==> src/rtl/hmf_pkg.sv <==
// Package: shared constants for the HTTP message framer
`default_nettype none
package hmf_pkg;
    localparam int          COUNT_WIDTH_DEF = 32;
    localparam logic [31:0] SIZE_MAX_RESET  = 32'd270000000;
    localparam logic [31:0] CRLFCRLF        = 32'h0D0A0D0A;
    localparam logic [7:0]  CH_LF           = 8'h0A;
    localparam logic [7:0]  CH_COLON        = 8'h3A;
    localparam logic [7:0]  CH_SEMI         = 8'h3B;

    typedef enum logic [2:0] {
        PH_HEADER  = 3'd0,
        PH_BODY    = 3'd1,
        PH_SIZE    = 3'd2,
        PH_DATA    = 3'd3,
        PH_TRAILER = 3'd4
    } phase_t;

    typedef enum logic [1:0] {
        KIND_NONE  = 2'd0,
        KIND_CL    = 2'd1,
        KIND_TE    = 2'd2,
        KIND_OTHER = 2'd3
    } kind_t;

    typedef struct packed {
        logic start;
        logic first;
        logic name;
        logic value;
        logic started;
        logic failed;
    } line_flags_t;

    // Expected lowercase character of the name matcher at index i
    function automatic logic [7:0] name_char_at(input logic [4:0] i);
        case (i)
            5'd0:  name_char_at = "c";
            5'd1:  name_char_at = "o";
            5'd2:  name_char_at = "n";
            5'd3:  name_char_at = "t";
            5'd4:  name_char_at = "e";
            5'd5:  name_char_at = "n";
            5'd6:  name_char_at = "t";
            5'd7:  name_char_at = "-";
            5'd8:  name_char_at = "l";
            5'd9:  name_char_at = "e";
            5'd10: name_char_at = "n";
            5'd11: name_char_at = "g";
            5'd12: name_char_at = "t";
            5'd13: name_char_at = "h";
            5'd15: name_char_at = "r";
            5'd16: name_char_at = "a";
            5'd17: name_char_at = "n";
            5'd18: name_char_at = "s";
            5'd19: name_char_at = "f";
            5'd20: name_char_at = "e";
            5'd21: name_char_at = "r";
            5'd22: name_char_at = "-";
            5'd23: name_char_at = "e";
            5'd24: name_char_at = "n";
            5'd25: name_char_at = "c";
            5'd26: name_char_at = "o";
            5'd27: name_char_at = "d";
            5'd28: name_char_at = "i";
            5'd29: name_char_at = "n";
            5'd30: name_char_at = "g";
            default: name_char_at = 8'h00;
        endcase
    endfunction

    function automatic logic [7:0] chunk_char_at(input logic [2:0] i);
        case (i)
            3'd0: chunk_char_at = "c";
            3'd1: chunk_char_at = "h";
            3'd2: chunk_char_at = "u";
            3'd3: chunk_char_at = "n";
            3'd4: chunk_char_at = "k";
            3'd5: chunk_char_at = "e";
            3'd6: chunk_char_at = "d";
            default: chunk_char_at = 8'h00;
        endcase
    endfunction

    function automatic logic [7:0] to_lower(input logic [7:0] c);
        to_lower = (c >= "A" && c <= "Z") ? c + 8'd32 : c;
    endfunction
endpackage
`default_nettype wire

==> src/rtl/hmf_accum.sv <==
// Saturating digit accumulator: v * radix + d with clamp at all ones
`default_nettype none
module hmf_accum #(
    parameter int COUNT_WIDTH = 32
) (
    input  wire logic [COUNT_WIDTH-1:0] value,
    input  wire logic                   hex,
    input  wire logic [3:0]             digit,
    output logic      [COUNT_WIDTH-1:0] result
);
    logic [COUNT_WIDTH+3:0] wide;

    always_comb begin
        if (hex) begin
            wide = {value, 4'd0} + {{COUNT_WIDTH{1'b0}}, digit};
        end else begin
            wide = {3'd0, value, 1'b0} + {1'b0, value, 3'd0}
                 + {{COUNT_WIDTH{1'b0}}, digit};
        end
        result = (|wide[COUNT_WIDTH+3:COUNT_WIDTH]) ? '1 : wide[COUNT_WIDTH-1:0];
    end
endmodule
`default_nettype wire

==> src/rtl/http_message_framer_unit.sv <==
// Top level: HTTP/1.x message framer, one stream byte per item
// Takes one byte per clock on s_ while m_ready does not stall the result, and
// returns one result item per byte on m_. A byte is held in an input register,
// and the whole per-byte state update runs between it and the result register.
// A result waiting on m_ready holds the byte in the input register. s_ready
// drops only while a byte is held and a result is waiting on m_ready.
`default_nettype none
module http_message_framer_unit #(
    parameter int COUNT_WIDTH = hmf_pkg::COUNT_WIDTH_DEF
) (
    input  wire logic        aclk,
    input  wire logic        aresetn,
    input  wire logic        s_valid,
    output logic             s_ready,
    input  wire logic [7:0]  s_data_byte,
    output logic             m_valid,
    input  wire logic        m_ready,
    output logic             m_message_end,
    output logic [31:0]      m_message_bytes,
    output logic             m_overflow,
    input  wire logic        cfg_valid,
    output logic             cfg_ready,
    input  wire logic [31:0] cfg_data
);
    import hmf_pkg::*;

    localparam logic [COUNT_WIDTH-1:0] CMAX = '1;
    localparam logic [COUNT_WIDTH-1:0] CONE = COUNT_WIDTH'(1);
    localparam logic [COUNT_WIDTH-1:0] CTWO = COUNT_WIDTH'(2);

    logic             in_valid_reg;
    logic [7:0]       in_byte_reg;
    logic [31:0]      size_max_reg;
    phase_t           phase_reg, phase_next;
    logic [23:0]      tail_reg, tail_next;
    line_flags_t      lf_reg, lf_next;
    logic [4:0]       nidx_reg, nidx_next;
    kind_t            kind_reg, kind_next;
    logic [2:0]       cidx_reg, cidx_next;
    logic             pend_reg, pend_next;
    logic             chunked_reg, chunked_next;
    logic [COUNT_WIDTH-1:0] len_reg, len_next, rem_reg, rem_next, cnt_reg, cnt_next;
    logic             ovf_reg, ovf_next;
    logic             end_next;
    logic [COUNT_WIDTH-1:0] acc_out;
    logic             acc_hex;
    logic [3:0]       acc_digit;

    logic             advance;
    logic             out_free;
    logic [7:0]       c, lc;
    logic [31:0]      window;
    logic             blank;

    assign out_free  = !m_valid || m_ready;
    assign advance   = in_valid_reg && out_free;
    assign s_ready   = !in_valid_reg || out_free;
    assign cfg_ready = 1'b1;
    assign c         = in_byte_reg;
    assign lc        = to_lower(in_byte_reg);
    assign window    = {tail_reg, in_byte_reg};
    assign blank     = (in_byte_reg <= 8'h20);

    hmf_accum #(.COUNT_WIDTH(COUNT_WIDTH)) u_accum (
        .value (len_reg),
        .hex   (acc_hex),
        .digit (acc_digit),
        .result(acc_out)
    );

    always_comb begin
        acc_hex   = (phase_reg == PH_SIZE);
        acc_digit = 4'd0;
        if (c >= "0" && c <= "9") begin
            acc_digit = c[3:0];
        end else begin
            acc_digit = lc[3:0] + 4'd9;
        end
    end

    always_comb begin
        logic       do_value;
        logic       do_name;
        logic       nok;
        logic [4:0] ni;
        logic [COUNT_WIDTH-1:0] cnt_inc;
        do_value = 1'b0;
        do_name  = 1'b0;
        nok      = 1'b0;
        ni       = nidx_reg;
        phase_next   = phase_reg;
        lf_next      = lf_reg;
        nidx_next    = nidx_reg;
        kind_next    = kind_reg;
        cidx_next    = cidx_reg;
        pend_next    = pend_reg;
        chunked_next = chunked_reg;
        len_next     = len_reg;
        rem_next     = rem_reg;
        end_next     = 1'b0;
        cnt_inc   = (cnt_reg == CMAX) ? cnt_reg : cnt_reg + CONE;
        cnt_next  = cnt_inc;
        tail_next = window[23:0];

        case (phase_reg)
            PH_HEADER: begin
                if (c == CH_LF) begin
                    lf_next   = '{start: 1'b1, default: 1'b0};
                    pend_next = 1'b0;
                    nidx_next = 5'd0;
                end else if (!lf_reg.first) begin
                    if (lf_reg.start) begin
                        pend_next = 1'b0;
                        nidx_next = 5'd0;
                        ni        = 5'd0;
                        if (blank) begin
                            lf_next  = '{value: 1'b1, default: 1'b0};
                        end else begin
                            lf_next  = '{name: 1'b1, default: 1'b0};
                            do_name  = 1'b1;
                        end
                    end else if (lf_reg.name) begin
                        do_name = 1'b1;
                    end else begin
                        do_value = 1'b1;
                    end
                end
                if (do_name) begin
                    if (c == CH_COLON) begin
                        if (!lf_next.failed && ni == 5'd14) begin
                            kind_next = KIND_CL;
                            len_next  = '0;
                        end else if (!lf_next.failed && ni == 5'd31) begin
                            kind_next    = KIND_TE;
                            cidx_next    = 3'd0;
                            chunked_next = 1'b0;
                        end else begin
                            kind_next = KIND_OTHER;
                        end
                        lf_next   = '{value: 1'b1, default: 1'b0};
                        pend_next = 1'b0;
                    end else if (!lf_next.failed) begin
                        if (blank) begin
                            pend_next = 1'b1;
                        end else begin
                            if (!pend_next) begin
                                if (ni == 5'd0) begin
                                    if (lc == "c") begin
                                        ni = 5'd1; nok = 1'b1;
                                    end else if (lc == "t") begin
                                        ni = 5'd15; nok = 1'b1;
                                    end
                                end else if ((ni < 5'd14 || (ni > 5'd14 && ni < 5'd31))
                                             && lc == name_char_at(ni)) begin
                                    ni = ni + 5'd1; nok = 1'b1;
                                end
                            end
                            if (nok) nidx_next = ni;
                            else lf_next.failed = 1'b1;
                        end
                    end
                end
                if (do_value) begin
                    if (blank) begin
                        if (lf_reg.started) pend_next = 1'b1;
                    end else begin
                        if (pend_reg && kind_reg == KIND_TE && cidx_reg != 3'd7)
                            cidx_next = 3'd0;
                        pend_next       = 1'b0;
                        lf_next.started = 1'b1;
                        if (kind_reg == KIND_CL && c >= "0" && c <= "9") begin
                            len_next = acc_out;
                        end else if (kind_reg == KIND_TE && cidx_next != 3'd7) begin
                            if (lc == chunk_char_at(cidx_next))
                                cidx_next = cidx_next + 3'd1;
                            else
                                cidx_next = (lc == "c") ? 3'd1 : 3'd0;
                            if (cidx_next == 3'd7) chunked_next = 1'b1;
                        end
                    end
                end
                if (window == CRLFCRLF) begin
                    if (chunked_next) begin
                        phase_next = PH_SIZE;
                        len_next   = '0;
                        pend_next  = 1'b0;
                    end else if (len_next == '0) begin
                        end_next = 1'b1;
                    end else begin
                        rem_next   = len_next;
                        phase_next = PH_BODY;
                    end
                end
            end
            PH_BODY: begin
                if (rem_reg != '0) rem_next = rem_reg - CONE;
                if (rem_next == '0) end_next = 1'b1;
            end
            PH_SIZE: begin
                if (c == CH_LF) begin
                    if (len_reg == '0) begin
                        phase_next = PH_TRAILER;
                        tail_next  = {8'd0, window[15:0]};
                    end else begin
                        rem_next   = (len_reg >= CMAX - CONE) ? CMAX : len_reg + CTWO;
                        phase_next = PH_DATA;
                    end
                end else if (c == CH_SEMI) begin
                    pend_next = 1'b1;
                end else if (!pend_reg) begin
                    if ((c >= "0" && c <= "9") || (lc >= "a" && lc <= "f"))
                        len_next = acc_out;
                end
            end
            PH_DATA: begin
                if (rem_reg != '0) rem_next = rem_reg - CONE;
                if (rem_next == '0) begin
                    phase_next = PH_SIZE;
                    len_next   = '0;
                    pend_next  = 1'b0;
                end
            end
            PH_TRAILER: begin
                if (window == CRLFCRLF) end_next = 1'b1;
            end
            default: begin
                phase_next = PH_HEADER;
            end
        endcase

        ovf_next = ovf_reg;
        if (!end_next && (64'(cnt_inc) > 64'(size_max_reg)))
            ovf_next = 1'b1;
    end

    always_ff @(posedge aclk) begin
        if (!aresetn) begin
            in_valid_reg <= 1'b0;
            m_valid      <= 1'b0;
            size_max_reg <= SIZE_MAX_RESET;
            phase_reg    <= PH_HEADER;
            tail_reg     <= '0;
            lf_reg       <= '{start: 1'b1, first: 1'b1, default: 1'b0};
            nidx_reg     <= '0;
            kind_reg     <= KIND_NONE;
            cidx_reg     <= '0;
            pend_reg     <= 1'b0;
            chunked_reg  <= 1'b0;
            len_reg      <= '0;
            rem_reg      <= '0;
            cnt_reg      <= '0;
            ovf_reg      <= 1'b0;
        end else begin
            if (cfg_valid) size_max_reg <= cfg_data;
            if (s_valid && s_ready) begin
                in_valid_reg <= 1'b1;
                in_byte_reg  <= s_data_byte;
            end else if (advance) begin
                in_valid_reg <= 1'b0;
            end
            if (advance) begin
                m_valid         <= 1'b1;
                m_message_end   <= end_next;
                m_message_bytes <= (64'(cnt_next) > 64'hFFFFFFFF)
                                   ? 32'hFFFFFFFF : 32'(cnt_next);
                m_overflow      <= ovf_next;
                ovf_reg         <= ovf_next;
                if (end_next) begin
                    phase_reg   <= PH_HEADER;
                    tail_reg    <= '0;
                    lf_reg      <= '{start: 1'b1, first: 1'b1, default: 1'b0};
                    nidx_reg    <= '0;
                    kind_reg    <= KIND_NONE;
                    cidx_reg    <= '0;
                    pend_reg    <= 1'b0;
                    chunked_reg <= 1'b0;
                    len_reg     <= '0;
                    rem_reg     <= '0;
                    cnt_reg     <= '0;
                end else begin
                    phase_reg   <= phase_next;
                    tail_reg    <= tail_next;
                    lf_reg      <= lf_next;
                    nidx_reg    <= nidx_next;
                    kind_reg    <= kind_next;
                    cidx_reg    <= cidx_next;
                    pend_reg    <= pend_next;
                    chunked_reg <= chunked_next;
                    len_reg     <= len_next;
                    rem_reg     <= rem_next;
                    cnt_reg     <= cnt_next;
                end
            end else if (m_ready) begin
                m_valid <= 1'b0;
            end
        end
    end

    a_ovf_sticky: assert property (@(posedge aclk) disable iff (!aresetn)
        ovf_reg |=> ovf_reg) else $error("overflow flag dropped");
    a_end_clears: assert property (@(posedge aclk) disable iff (!aresetn)
        (advance && end_next) |=> (cnt_reg == '0 && phase_reg == PH_HEADER))
        else $error("state not cleared after message end");
    a_out_hold: assert property (@(posedge aclk) disable iff (!aresetn)
        (m_valid && !m_ready) |=> (m_valid && $stable(m_message_end)
            && $stable(m_message_bytes) && $stable(m_overflow)))
        else $error("result item changed while waiting");
endmodule
`default_nettype wire

==> config.mk <==
export PLATFORM = sky130hd
export DESIGN_NAME = http_message_framer_unit
export DESIGN_NICKNAME = d
export VERILOG_FILES = /design/src/rtl/hmf_pkg.sv /design/src/rtl/hmf_accum.sv /design/src/rtl/http_message_framer_unit.sv
export SDC_FILE = /design/constraint.sdc
export NUM_CORES = 1
export LEC_CHECK = 0
export BUFFER_PORTS_ARGS = -buffer_cell sky130_fd_sc_hd__buf_2
export CAP_MARGIN = 20
export CORE_MARGIN = 2
export CORE_UTILIZATION = 45
export DETAILED_ROUTE_END_ITERATION = 16
export PLACE_DENSITY = 0.65
export RECOVER_POWER = 50
export SYNTH_ARGS = -nofsm -noshare
export SYNTH_HDL_FRONTEND = slang
export SYNTH_SLANG_ARGS = --single-unit
==> constraint.sdc <==
create_clock -name aclk -period 6.2 [get_ports aclk]
set_input_delay 0.62 -clock aclk [delete_from_list [all_inputs] [get_ports aclk]]
set_output_delay 0.62 -clock aclk [all_outputs]
set_load 0.02 [all_outputs]
## Word level (Yosys, flattened, before mapping)

Memories as Yosys holds them, arrays and structs flattened.
Cells that the tools add are included.
Widths: inputs -> output; s select.

| word-level totals | value |
|---|---|
| memories | 1 |
| flip-flop bits (word level) | 218 |
| ROM bits | 224 |
| output and inout bits | 37 |

| operators by class | value |
|---|---|
| reduce and logical (&&, ||, !) cells | 48 |
| $add $sub $neg | 10 |
| mux-type cells | 179 |
| magnitude comparators | 12 |
| equal/unequal tests | 39 |

Memory list:

| memory | words | bits a word | rd ports | clocked after memory_dff | write ports | RTL line | text |
|---|---|---|---|---|---|---|---|
| (no name shown) | 32 | 7 | 1 | 0 | 0 | hmf_pkg.sv:37 | `case (i)` |

Operators by type and width:

| operator | count |
|---|---|
| $mux 32 | 28 |
| $logic_not 32->1 | 4 |
| $pmux 32 s4 | 1 |
| $mux 8 | 13 |
| $mux 24 | 4 |
| $pmux 32 s3 | 1 |
| $mux 5 | 18 |
| $mux 3 | 27 |
| $add 36x4->36 | 2 |
| $mux 1 | 68 |
| $pmux 7 s7 | 1 |
| $add 33x35->36 | 1 |
| $mux 36 | 1 |
| $mux 6 | 6 |
| $add 32x1->32 const B | 1 |
| $add 32x2->32 const B | 1 |
| $eq 32x28->1 const B | 1 |
| $eq 32x32->1 const B | 1 |
| $ge 32x32->1 const B | 1 |
| $gt 32x32->1 | 1 |
| $reduce_bool 32->1 | 1 |
| $sub 32x1->32 const B | 1 |
| $ne 3x3->1 const B | 10 |
| $eq 8x6->1 const B | 2 |
| other kinds (43) | 93 |

## Longest topological paths before layout

| logic depth | value |
|---|---|
| depth after elaboration | 43 |
| depth in mapped cells | 30 |
| mapped depth without buffers | 28 |

## Hierarchy

From an unflattened synthesis, not the netlist that was laid out.

| second synthesis, totals | value |
|---|---|
| cell total of the unflattened synthesis | 2112 |
| area total of the unflattened synthesis | 16776.1 um^2 |

Modules (own cells, without submodules):

| module | cells each | times used | seq. area each (um^2) | area each (um^2) |
|---|---|---|---|---|
| http_message_framer_unit | 1747 | 1 | 4764.6 | 13959.6 |
| hmf_accum | 365 | 1 | 0.0 | 2816.5 |

## Worst setup path after synthesis

OpenSTA, ideal clock, no wires.

| timing | value |
|---|---|
| kind | reg-to-reg |
| start | register in_byte_reg[0] (netlist: c[0]) |
| end | register len_reg[2] |
| path buffers | 2 |
| stages on the path, launching flop included | 28 |
| data required time | 6.083 ns |
| arrival time | 5.693 ns |
| library setup time | 0.117 ns |
| setup slack | 0.390 ns |
| cell sequence | edfxtp_1 > clkbuf_1 > inv_1 > ha_1 > nand3b_1 > o21ai_2 > nand2_1 > inv_1 > ha_1 > nor3b_1 > ha_1 > o211ai_1 > o21ai_1 > a21oi_1 > and2_1 > inv_1 > ha_1 > nand2b_1 > o32a_1 > a211o_1 > or3_1 > a2111oi_2 > and2_1 > a21boi_1 > o21ai_1 > clkbuf_1 > o32ai_1 > a22o_1 |

| between the ends | value |
|---|---|
| word-level cells in the longest chain between the ends | 39 |
| elaborated cells between the ends (all ways) | 114 |
| classes of those cells | add/sub (5); order compare (7); eq/ne (21); mux (66); reduce/logical (15) |

RTL lines:

| item | RTL line | text |
|---|---|---|
| start: declaration | http_message_framer_unit.sv:32 | `logic [7:0] in_byte_reg;` |
| start signal: assignment | http_message_framer_unit.sv:257 | `in_byte_reg <= s_data_byte;` |
| $eq 8x4->1 | http_message_framer_unit.sv:107, http_message_framer_unit.sv:200 |  |
| $mux 5 or $mux 6 (tied branches) | http_message_framer_unit.sv:107 | `if (c == CH_LF) begin` |
| $mux 5 or $mux 6 (tied branches) | http_message_framer_unit.sv:105 | `case (phase_reg)` |
| $eq 5x5->1 or $logic_not 1->1 (tied branches) | n/a |  |
| $logic_and 1x1->1 | http_message_framer_unit.sv:133 | `end else if (!lf_next.failed && ni == 5'd31) begin` |
| $mux 3 | http_message_framer_unit.sv:133 |  |
| $mux 3 | http_message_framer_unit.sv:130 | `if (!lf_next.failed && ni == 5'd14) begin` |
| $mux 3 | http_message_framer_unit.sv:129 | `if (c == CH_COLON) begin` |
| (+23 left out) | n/a |  |
| $mux 1 | http_message_framer_unit.sv:164 | `if (blank) begin` |
| $mux 1 | http_message_framer_unit.sv:163 | `if (do_value) begin` |
| $mux 1 | http_message_framer_unit.sv:105 |  |
| $mux 1 | http_message_framer_unit.sv:183 | `if (chunked_next) begin` |
| $mux 1 | http_message_framer_unit.sv:182 | `if (window == CRLFCRLF) begin` |
| $pmux 1 s3 | http_message_framer_unit.sv:105 |  |
| $ne 3x2->1 (no source line), or another cell as far along | n/a |  |
| $reduce_and 7->1 (no source line) | n/a |  |
| end signal: assignment | http_message_framer_unit.sv:289 | `len_reg <= len_next;` |
| end: declaration | http_message_framer_unit.sv:42 | `logic [COUNT_WIDTH-1:0] len_reg, len_next, rem_reg, rem_next, cnt_reg, cnt_next;` |

Parallel ways exist; a longest one is shown, timed or not. The select of a mux whose other input is x is not followed.
A chain may end at the register's enable or synchronous reset.

## Final worst setup path

| timing | value |
|---|---|
| start | register in_byte_reg[1] (netlist: c[1]) |
| end | register rem_reg[22] |

| between the ends | value |
|---|---|
| word-level cells in the longest chain between the ends | 39 |
| elaborated cells between the ends (all ways) | 106 |
| classes of those cells | add/sub (5); order compare (5); eq/ne (20); mux (63); reduce/logical (13) |

RTL lines:

| item | RTL line | text |
|---|---|---|
| $eq 8x4->1 | http_message_framer_unit.sv:107, http_message_framer_unit.sv:200 |  |
| $mux 5 or $mux 6 (tied branches) | http_message_framer_unit.sv:107 |  |
| $mux 5 or $mux 6 (tied branches) | http_message_framer_unit.sv:105 |  |
| $eq 5x5->1 or $logic_not 1->1 (tied branches) | n/a |  |
| $logic_and 1x1->1 | http_message_framer_unit.sv:133 |  |
| $mux 3 | http_message_framer_unit.sv:133 |  |
| $mux 3 | http_message_framer_unit.sv:130 |  |
| $mux 3 | http_message_framer_unit.sv:129 |  |
| (+23 left out) | n/a |  |
| $mux 1 | http_message_framer_unit.sv:164 |  |
| $mux 1 | http_message_framer_unit.sv:163 |  |
| $mux 1 | http_message_framer_unit.sv:105 |  |
| $mux 1 | http_message_framer_unit.sv:183 |  |
| $mux 1 | http_message_framer_unit.sv:182 |  |
| $pmux 1 s3 | http_message_framer_unit.sv:105 |  |
| $ne 3x3->1 (no source line), or another cell as far along | n/a |  |
| $reduce_and 7->1 (no source line) | n/a |  |
| end signal: assignment | http_message_framer_unit.sv:290 | `rem_reg <= rem_next;` |
| end: declaration | http_message_framer_unit.sv:42 |  |

Parallel ways exist; a longest one is shown, timed or not. The select of a mux whose other input is x is not followed.

==> key figures <==
Worst setup path
  – Crit path kind: register to register
  – CP required: 6.68 ns
  – Setup crit end kind: register
  – WP data arrival: 6.42 ns
  – Worst path slowest cell: a2111oi_4
  – Most used cell, CP: ha_1
  – CP max stage delay: 0.41 ns
  – Worst setup SP type: register
  – Reg2Reg Depth: 28
  – Crit-path max FO: 16

Die
  – IO Pins: 82
  – Width of the die: 197 µm
  – Starting Density: 0.458
  – Site row count: 70
  – Core area: 36700 µm²
  – DIE HEIGHT: 197 µm
  – Die Area: 38900 µm²

Drt
  – Routed WL: 54.8 mm
  – Drt via density: 6.32
  – DRT iter0 DRCs: 1671
  – DR vias: 16900
  – DR pass1 iterations: 5
  – DRC: 0
  – DR WL/cell: 20.5 µm
  – Antenna viol nets, final: 0

STA
  – Worst Tran Pin Value: 2.48 ns
  – Slew Viols, Final: 81
  – Crit share post-route: 0.958
  – Setup TNS: 0 ns
  – Max_slew headroom: -0.652
  – Skew final: 0.0179 ns
  – Final hold vios: 0
  – Post-route minimum period: 5.94 ns
  – # setup viols final: 0
  – Worst hold margin: 0.258 ns
  – Highest clock rate: 0.168 GHz

Clock network
  – Clock H-tree levels: 1
  – Clock latency on the worst-skew pair: 0.55 ns
  – Clock sink total: 217
  – Register clock-pin slew on the reported worst setup and hold paths: 0.06 ns
  – CTS tree: yes
  – CTS Hold Bufs: 0
  – Clk buf depth: 3
  – CTS root buf: clkbuf_16
  – CTS buffer count: 26

Min path
  – Min-Delay Path Class: input port to register
  – Hold-critical path depth: 1

Logic synthesis
  – Syn_nets: 2285
  – Ys Warns: 0
  – Synth top area share: 0.209
  – Syn Std Cell Area: 16800 µm²
  – Seq/Total Area, Yosys: 0.284
  – Number of synthesized flops with an enable pin: 42
  – Post-synthesis cell type count: 94
  – Avg Cell Area, Syn: 7.93 µm²
  – FFs w/ async S/R, synth: 0
  – Flops & latches, synth: 217
  – Top post-synthesis cells by area: dfxtp_1 (21%), ha_1 (8.9%), edfxtp_1 (7.5%)
  – Synth Instances: 2119
  – Synth Flop Type: dfxtp_1
  – Area leader, netlist: dfxtp_1

Pwr
  – Int Pwr: 2520 µW
  – Worst vdd ir: 0.000169 V
  – Clock Power Share: 0.476
  – Sw Share: 0.239
  – Lkg Pwr: 0.00779 µW
  – Sw power: 790 µW
  – Combinational share of power: 0.074
  – P per Cell Area: 174 nW/µm²
  – Reg power frac: 0.450

Status
  – Failing checks: capacitance limit, slew limit
  – Status: complete, but fails checks

Finish
  – Layout cell share with drive strength beyond 1: 0.108
  – Nets: 2355
  – Final Util: 0.517
  – Commonest non-fill, non-tap cells in the layout: nand2_1 (195), nor2_1 (191), dfxtp_1 (175)
  – # fillers: 3520
  – Antenna diodes: 0
  – Synth-to-layout area growth: 13.0%
  – Most common cell after layout, fill and taps aside: nand2_1

Global routing
  – First-pass GRT wire length: 86.0 mm
  – Vias in the first global route: 15700
  – GRT Total Usage: 0.273
  – Largest net degree at the start of global routing: 46
  – Initial antenna violation count: 0
  – GRT overflow: 0

Place
  – I/O Buffers: 80
  – DP Wirelength: 41.5 mm
  – Final Wtd Congestion: 0.942

Flow run
  – Max cap viols: 3
[power groups by stage]
stage / Sequential, µW / Clock, µW / Combinational [µW]
4_1_cts: 1490 / 1600 / 237
2_1_floorplan: 1520 / 0 / 152
3_3_place_gp: 1520 / 0 / 229
6_report: 1490 / 1570 / 246
3_5_place_dp: 1520 / 0 / 234
5_1_grt: 1490 / 1650 / 269
[metal layers]
layer,wire length [µm],up-vias,GRT usage
li1,-,8034,-
met1,24500,8001,0.385
met2,24400,770,0.434
met3,4370,112,0.0372
met4,1530,0,0.0819
met5,0,-,0
[logic make-up after synthesis]
| kind of cell | share of synthesized area |
|---|---|
| adder cells (fa/ha/maj) | 0.0910 |
| XOR/XNOR | 0.0506 |
| flip-flops | 0.284 |
| AO/OA/AOI/OAI | 0.262 |
| AND/OR/NAND/NOR | 0.234 |
| buffers and inverters | 0.0528 |
| multiplexers | 0.0253 |
| other | 0.000223 |
[final cells by class]
type,count,area (µm²),area share
Inverter,82,308,0.0162
Timing Repair Buffer,179,1150,0.0608
Multi-Input combinational cell,1683,11300,0.595
Clock buffer,37,743,0.0391
Sequential cell,217,4760,0.251
Tap cell,468,586,0.0308
Clock inverter,11,129,0.00679
[timing repair]
item	CTS	global route
resized for setup	3	20
setup buffers	0	10
pin swaps	0	4
cloned	0	1
setup endpoints to repair	10	124
[metrics by stage]
| stage | power [µW] | setup WS [ns] | cell area (µm²) | std cells |
|---|---|---|---|---|
| after floorplan | 1670 | 0.390 | 16800 | 2119 |
| after global placement | 1750 | 0.0323 | 17900 | 2616 |
| after detailed placement | 1750 | -0.110 | 17900 | 2617 |
| after CTS | 3320 | 0.0257 | 18800 | 2665 |
| after global routing | 3410 | -0.0418 | 19000 | 2677 |
| final | 3310 | 0.260 | 19000 | 2677 |
[path summary, 6_finish.rpt]
| kind | slack [ns] | endpoint | start |
|---|---|---|---|
| setup / recovery | 0.26 | rem_reg[22] | c[1] |
| setup reg to reg | 0.26 | rem_reg[22] | c[1] |
| hold / removal | 0.26 | c[4] | s_data_byte[4] |
| hold reg to reg | 0.45 | ovf_reg | ovf_reg |
[cell usage after synthesis (all sizes together) (13+ instances only)]
cell type and count:
a21o 20, or4 15, xor2 31, a21oi 177, ha 119, nand2b 20, nand3 52, buf 30
mux2i 39, nand4 41, nor3 63, and3 31, xnor2 66, and2 14, inv 82, o211ai 38
a22o 101, or3 31, o21ai 137, a211oi 21, nor2 194, edfxtp 42, nor4 33, clkbuf 107
o21a 13, nor2b 17, o31ai 17, a31oi 24, dfxtp 175, nand2 196
[worst max-delay path: cells and delay by family, from the launching register on]
family,cells,cell delay [ns]
flip-flops,1,0.38
AO/OA/AOI/OAI,11,2.04
buffers and inverters,4,0.63
AND/OR/NAND/NOR,9,1.87
adder cells (fa/ha/maj),4,0.95
Note: power is estimated with default switching activity, not from simulation.
